==> config.mk <==
export PLATFORM = sky130hd
export DESIGN_NAME = crc32_word_engine
export DESIGN_NICKNAME = d
export VERILOG_FILES = /design/src/crcwe_pkg.sv /design/src/crcwe_matrix.sv /design/src/crcwe_core.sv /design/src/crc32_word_engine.sv
export SDC_FILE = /design/constraint.sdc
export NUM_CORES = 2
export LEC_CHECK = 0
export CAP_MARGIN = 5
export CORE_ASPECT_RATIO = 0.5
export CORE_MARGIN = 8
export CORE_UTILIZATION = 25
export CTS_CLUSTER_DIAMETER = 30
export DETAILED_ROUTE_END_ITERATION = 12
export DONT_BUFFER_PORTS = 1
export PLACE_DENSITY = 0.43
export SYNTH_ARGS = -nofsm -noshare
export SYNTH_HDL_FRONTEND = slang
export SYNTH_HIERARCHICAL = 1
export SYNTH_SLANG_ARGS = --single-unit
==> constraint.sdc <==
create_clock -name clk_i -period 63.5 [get_ports clk_i]
set_input_delay 15.875 -clock clk_i [delete_from_list [all_inputs] [get_ports clk_i]]
set_output_delay 15.875 -clock clk_i [all_outputs]
set_load 0.05 [all_outputs]
==> src/crcwe_pkg.sv <==
// Shared types, register indexes and helper functions for the CRC-32 word engine.
package crcwe_pkg;

  localparam int unsigned WordW  = 32;
  localparam int unsigned CountW = 3;
  localparam int unsigned IdxW   = 2;
  localparam int unsigned SweepW = $clog2(WordW + 1);

  localparam logic [WordW-1:0] PolyReset = 32'h04C1_1DB7;
  localparam logic [WordW-1:0] InitReset = 32'hFFFF_FFFF;
  localparam logic [WordW-1:0] MaskReset = 32'hFFFF_FFFF;
  localparam logic [WordW-1:0] CrcReset  = 32'hFFFF_FFFF;

  typedef logic [WordW-1:0] word_t;

  typedef enum logic [IdxW-1:0] {
    RegPolynomial = 2'd0,
    RegInitValue  = 2'd1,
    RegResultMask = 2'd2,
    RegUnused     = 2'd3
  } cfg_idx_e;

  // Column i holds x^(32+i) mod P: the effect of crc bit i after 32 steps.
  typedef struct packed {
    logic            ready;
    word_t [WordW-1:0] cols;
  } mat_t;

  // One MSB-first step of the CRC shift register.
  function automatic word_t poly_step(word_t value, word_t poly);
    word_t shifted;
    shifted = {value[WordW-2:0], 1'b0};
    return value[WordW-1] ? (shifted ^ poly) : shifted;
  endfunction

  // Place the valid bytes of a partial word at the top, zero the rest.
  function automatic word_t align_word(word_t word, logic [CountW-1:0] count);
    word_t res;
    res = word;
    case (count)
      3'd1:    res = {word[7:0], 24'h0};
      3'd2:    res = {word[15:0], 16'h0};
      3'd3:    res = {word[23:0], 8'h0};
      default: res = word;
    endcase
    return res;
  endfunction

endpackage

==> src/crcwe_matrix.sv <==
// Polynomial register and sweep that builds the 32 shift-matrix columns.
module crcwe_matrix (
  input  logic                  clk_i,
  input  logic                  rst_ni,
  input  logic                  poly_we_i,
  input  crcwe_pkg::word_t      poly_i,
  output crcwe_pkg::mat_t       mat_o
);
  import crcwe_pkg::*;

  word_t             poly_q;
  word_t             cur_q, cur_d;
  word_t [WordW-1:0] cols_q, cols_d;
  logic [SweepW-1:0] cnt_q, cnt_d;

  always_comb begin
    cur_d  = cur_q;
    cols_d = cols_q;
    cnt_d  = cnt_q;
    if (cnt_q != '0) begin
      // advance: shift the columns down, append the next power of x
      for (int k = 0; k < WordW - 1; k++) begin
        cols_d[k] = cols_q[k+1];
      end
      cols_d[WordW-1] = cur_q;
      cur_d = poly_step(cur_q, poly_q);
      cnt_d = cnt_q - 1'b1;
    end
    if (poly_we_i) begin
      cur_d = poly_i;
      cnt_d = SweepW'(WordW);
    end
  end

  always_ff @(posedge clk_i or negedge rst_ni) begin
    if (!rst_ni) begin
      poly_q <= PolyReset;
      cur_q  <= PolyReset;
      cnt_q  <= SweepW'(WordW);
    end else begin
      if (poly_we_i) begin
        poly_q <= poly_i;
      end
      cur_q <= cur_d;
      cnt_q <= cnt_d;
    end
  end

  always_ff @(posedge clk_i) begin
    cols_q <= cols_d;
  end

  assign mat_o.ready = (cnt_q == '0);
  assign mat_o.cols  = cols_q;

`ifndef ASSERT_OFF
  a_write_restarts: assert property (@(posedge clk_i) disable iff (!rst_ni)
    poly_we_i |=> !mat_o.ready && cnt_q == SweepW'(WordW))
    else $error("poly write did not restart the sweep");
  a_cnt_bounded: assert property (@(posedge clk_i) disable iff (!rst_ni)
    cnt_q <= SweepW'(WordW))
    else $error("sweep count out of range");
  a_cur_tracks: assert property (@(posedge clk_i) disable iff (!rst_ni)
    (cnt_q != '0 && !poly_we_i) |=> cols_q[WordW-1] == $past(cur_q))
    else $error("column shift lost the current power");
`endif

endmodule

==> src/crcwe_core.sv <==
// Input register, one-pass CRC update and output register.
module crcwe_core (
  input  logic                         clk_i,
  input  logic                         rst_ni,
  input  logic                         in_valid_i,
  output logic                         in_ready_o,
  input  crcwe_pkg::word_t             data_word_i,
  input  logic [crcwe_pkg::CountW-1:0] valid_bytes_i,
  input  logic                         start_req_i,
  input  crcwe_pkg::mat_t              mat_i,
  input  crcwe_pkg::word_t             init_value_i,
  input  crcwe_pkg::word_t             result_mask_i,
  output logic                         out_valid_o,
  input  logic                         out_ready_i,
  output crcwe_pkg::word_t             crc_value_o
);
  import crcwe_pkg::*;

  logic              s1_valid_q;
  word_t             s1_word_q;
  logic [CountW-1:0] s1_count_q;
  logic              s1_start_q;
  logic              s1_adv;
  logic              in_xfer;
  word_t             crc_q, crc_d;
  logic              out_valid_q;
  word_t             out_crc_q;
  word_t             base;
  word_t             mixed;
  word_t             shifted;

  assign s1_adv     = s1_valid_q && (!out_valid_q || out_ready_i);
  assign in_ready_o = mat_i.ready && (!s1_valid_q || s1_adv);
  assign in_xfer    = in_valid_i && in_ready_o;

  always_comb begin
    base    = s1_start_q ? init_value_i : crc_q;
    mixed   = base ^ align_word(s1_word_q, s1_count_q);
    shifted = '0;
    for (int i = 0; i < WordW; i++) begin
      if (mixed[i]) begin
        shifted = shifted ^ mat_i.cols[i];
      end
    end
    // a word with no valid bytes only reloads or holds the CRC
    crc_d = (s1_count_q == '0) ? base : (shifted & result_mask_i);
  end

  always_ff @(posedge clk_i or negedge rst_ni) begin
    if (!rst_ni) begin
      s1_valid_q  <= 1'b0;
      out_valid_q <= 1'b0;
      crc_q       <= CrcReset;
    end else begin
      if (in_xfer) begin
        s1_valid_q <= 1'b1;
      end else if (s1_adv) begin
        s1_valid_q <= 1'b0;
      end
      if (s1_adv) begin
        out_valid_q <= 1'b1;
        crc_q       <= crc_d;
      end else if (out_ready_i) begin
        out_valid_q <= 1'b0;
      end
    end
  end

  always_ff @(posedge clk_i) begin
    if (in_xfer) begin
      s1_word_q  <= data_word_i;
      s1_count_q <= valid_bytes_i;
      s1_start_q <= start_req_i;
    end
    if (s1_adv) begin
      out_crc_q <= crc_d;
    end
  end

  assign out_valid_o = out_valid_q;
  assign crc_value_o = out_crc_q;

`ifndef ASSERT_OFF
  a_no_take_in_sweep: assert property (@(posedge clk_i) disable iff (!rst_ni)
    !mat_i.ready |-> !in_ready_o)
    else $error("input taken while matrix is rebuilt");
  a_adv_fills_out: assert property (@(posedge clk_i) disable iff (!rst_ni)
    s1_adv |=> out_valid_q && out_crc_q == crc_q)
    else $error("advanced item did not reach the output register");
  a_stall_holds_state: assert property (@(posedge clk_i) disable iff (!rst_ni)
    (out_valid_q && !out_ready_i) |=> $stable(crc_q))
    else $error("running CRC moved during an output stall");
`endif

endmodule

==> src/crc32_word_engine.sv <==
// Top level of the CRC-32 word engine: configuration registers and submodules.
//
// Usage:
//   Input channel (in_valid_i/in_ready_o) carries one buffer word per transfer:
//   data_word_i (first byte in bits 7:0), valid_bytes_i (1..4, partial words
//   are aligned to the top) and start_req_i (load initial_value first).
//   Output channel (out_valid_o/out_ready_i) returns the masked running CRC
//   for every word, in order.
//   An accepted word goes from the input register to the output register
//   (out_valid_o). Throughput is one word per cycle while out_ready_i is
//   high and no column build runs, set by the single XOR-matrix pass
//   between the input and output registers that also updates the running CRC.
//   A stalled receiver holds the output register; one more word waits in the
//   input register, then in_ready_o drops until the output drains.
//   Configuration: wr_en_i/wr_idx_i/wr_data_i write polynomial (0),
//   initial_value (1) and result_mask (2). A polynomial write rebuilds
//   the 32 matrix columns, with in_ready_o low while the build runs.
//   Reset loads the default registers, sets the CRC to all ones and runs the
//   same column build before the first word is taken.
module crc32_word_engine (
  input  logic                         clk_i,
  input  logic                         rst_ni,
  input  logic                         wr_en_i,
  input  logic [crcwe_pkg::IdxW-1:0]   wr_idx_i,
  input  logic [crcwe_pkg::WordW-1:0]  wr_data_i,
  input  logic                         in_valid_i,
  output logic                         in_ready_o,
  input  logic [crcwe_pkg::WordW-1:0]  data_word_i,
  input  logic [crcwe_pkg::CountW-1:0] valid_bytes_i,
  input  logic                         start_req_i,
  output logic                         out_valid_o,
  input  logic                         out_ready_i,
  output logic [crcwe_pkg::WordW-1:0]  crc_value_o
);
  import crcwe_pkg::*;

  word_t init_value_q;
  word_t result_mask_q;
  logic  poly_we;
  mat_t  mat;

  assign poly_we = wr_en_i && (wr_idx_i == RegPolynomial);

  always_ff @(posedge clk_i or negedge rst_ni) begin
    if (!rst_ni) begin
      init_value_q  <= InitReset;
      result_mask_q <= MaskReset;
    end else if (wr_en_i) begin
      case (cfg_idx_e'(wr_idx_i))
        RegInitValue:  init_value_q  <= wr_data_i;
        RegResultMask: result_mask_q <= wr_data_i;
        default: ;
      endcase
    end
  end

  crcwe_matrix u_matrix (
    .clk_i     (clk_i),
    .rst_ni    (rst_ni),
    .poly_we_i (poly_we),
    .poly_i    (wr_data_i),
    .mat_o     (mat)
  );

  crcwe_core u_core (
    .clk_i         (clk_i),
    .rst_ni        (rst_ni),
    .in_valid_i    (in_valid_i),
    .in_ready_o    (in_ready_o),
    .data_word_i   (data_word_i),
    .valid_bytes_i (valid_bytes_i),
    .start_req_i   (start_req_i),
    .mat_i         (mat),
    .init_value_i  (init_value_q),
    .result_mask_i (result_mask_q),
    .out_valid_o   (out_valid_o),
    .out_ready_i   (out_ready_i),
    .crc_value_o   (crc_value_o)
  );

endmodule

==> impl_metrics.toml <==
[logic_synthesis]
synth_cell_types = 71
ys_ff_latch = 1260
syn_area_mm2 = 0.0567
yosysWarnings = 6
async_flop_share_pct = 13.3
syn_inst = 3936
synthTopCellsByArea = "edfxtp_1, xnor2_1, nand2_1, dfstp_2, xnor3_1"
synth_flop_cell = "edfxtp_1"
synth_edf_count = 1092
yosysTopAreaCellShare_pct = 57.8
ys_seq_area_share_pct = 65.5
synth_top_area_cell = "edfxtp_1"
syn_avg_cell_area_um2 = 14.4
syn_nets = 4013

[global_routing]
grt_max_degree = 177
grt_use_total_pct = 14.1
grtUsageMet3_pct = 2.61
grt_pass1_wl_mm = 248
grt_pass1_vias = 33217
antenna_found_initial = 18
grtUsageMet1_pct = 19.7
use_met2_pct = 22.0
globalRouteOverflowTotal = 0
grt-busiest-layer = "met2"

[final_layout]
final_layout_size_suffix_gt1_share_pct = 19.8
final_cell_mix = "edfxtp_1, nand2_1, xnor2_1, clkbuf_16, xor2_1"
design_area_mm2 = 0.0698
final_common_cell = "edfxtp_1"
post-route-util_pct = 31.0
nFillCells = 22255
finalNetCount = 4217
syn_to_final_growth_pct = 23.1

[die]
num_rows = 123
chipHeight_um = 353
core_area_mm2 = 0.225
design.die.area_mm2 = 0.243
pin_count = 109
die_w_um = 690
initial_core_util_pct = 25.2

[worst_setup_path]
critPathTopFamily = "compound AO/OA/AOI/OAI gates"
critPathSlowestCell = "a21boi_1"
worst_ep_arrival_time_ns = 16.78
critPathBufInv = 0
worstSetupEndpointType = "output pin"
worstPathMaxFanout = 2
cp.required_ns = 47.62
cp-start-kind = "primary input"
criticalPathCategory = "in -> out"
path_cells = "nor2b_1 -> a21boi_1"
max_stage_delay_ns = 0.86

[sta]
period_needed_ns = 32.65
rsz0062_at_grt = "false"
hold_violations = 0
tightest_slew_ns = 1.17
clock_skew_ns = 0.0410
period_share_pct = 51.4
worst_slack_ns = 30.85
tns_ns = 0
setup_viol = 0
drv_slew = 0
fmax_mhz = 30.6
slew_headroom_pct = 19.5

[clocking]
cts_root_buf = "clkbuf_16"
cts_inserted_buffers = 297
cts-htree-levels = 5
clock-sinks = 1260
ctsResizeCount = 0
path_clk_slew_ns = 0.05
post_cts_buffers = 0
cts-hold-fix-buffers = 0
tritoncts = "built"
clk_latency_ns = 0.88
cts_buffer_depth = 4

[run_status]
status = "finished, final reports clean"

[drt]
viasPerCell = 4.36
drt_iter0_markers = 3143
firstDrtPassIters = 5
route.vias.total = 32110
drcViolationCount = 0
drtAntennaViolNets = 0
wl_mm = 176
routedWlPerCell_um = 23.9

[run]
drv_cap = 0

[placed_design]
numPortBuffers = 0
pre_cts_ws_ns = 30.82
hpwl_mm = 105
gp_congestion = 0.775
place_area_mm2 = 0.0603

[hold_path]
worstHoldPathType = "reg -> reg"
==> final timing paths <==
check | cells past startpoint | start | to | slack (ns)
worst min-delay path | 0 | u_matrix/mat_o[967]$_DFFE_PN_ | u_matrix/mat_o[935]$_DFFE_PN_ | 0.42
min in group asynchronous | 0 | rst_ni | u_matrix/cur_q[27]$_DFFE_PN0P_ | 14.71
worst max register to register | 12 | u_core/s1_start_q$_DFFE_PP_ | u_core/crc_q[14]$_DFFE_PN1P_ | 57.54
worst max-delay path | 2 | out_ready_i | in_ready_o | 30.85
worst min register to register | 0 | u_matrix/mat_o[967]$_DFFE_PN_ | u_matrix/mat_o[935]$_DFFE_PN_ | 0.42
max in group asynchronous | 0 | rst_ni | u_core/crc_q[1]$_DFFE_PN1P_ | 48.41
==> per-layer routing <==
layer  wire length, um  up-vias
met5                14        -
met2             79800     1021
li1                  -    14187
met4              4930        2
met3             10100      274
met1             80800    16626
==> state kept, by name, summed over array words and instances (netlist names) <==
signal              cells
u_core/s1_count_q       3
u_core/s1_start_q       1
u_core/s1_valid_q       1
u_matrix/poly_q        32
u_core/out_valid_o      1
u_matrix/cur_q         32
u_core/crc_value_o     32
u_core/crc_q           32
u_matrix/mat_o       1024
u_matrix/cnt_q          6
result_mask_q          32
init_value_q           32
u_core/s1_word_q       32
==> final cells by class <==
cell class / instances / area, um^2 / share of cell area [%]
repair buffers: 74 / 593 / 0.849
diodes: 4 / 10.0 / 0.0143
clock inverters: 171 / 1810 / 2.60
well taps: 3000 / 3750 / 5.38
multi-input cells: 2432 / 18500 / 26.5
flip-flops and latches: 1260 / 37200 / 53.2
clock buffers: 343 / 7720 / 11.1
inverters: 75 / 283 / 0.405
==> synthesized netlist by cell type (8+ instances only) <==
master	number
buf_4	27
mux2i_1	37
mux2_4	34
a21o_1	8
o31ai_1	30
xnor2_1	559
xor2_1	214
dfstp_2	125
edfxtp_1	1092
clkbuf_1	56
buf_6	26
o41a_1	30
o22ai_2	23
mux2_2	70
buf_2	52
and2_1	9
o21ai_0	98
xnor3_1	118
xor2_2	11
xnor2_2	25
dfrtp_1	43
inv_1	73
nand3_1	102
nand2_1	961
==> kinds of logic after synthesis <==
logic type                 count (synthesis)  synth area share (%)
adders and majority gates                  2                0.0441
DFF                                     1260                  65.5
xor gates and xnor gates                 927                  17.7
buffers and inverters                    244                  2.39
AOI/OAI and AO/OA                        241                  3.38
and+or+nand+nor                         1116                  7.97
muxes                                    146                  3.06
==> metrics by stage <==
step / hold WS [ns] / std cells
after CTS: 0.412 / 7355
after global routing: 0.426 / 7355
after global placement: 0.423 / 6841
final: 0.418 / 7359
after floorplan: 0.417 / 3936
after detailed placement: 0.426 / 6841
Power is not shown: default switching activity piles up to over one toggle a cycle in this logic, so the estimate is an artifact.
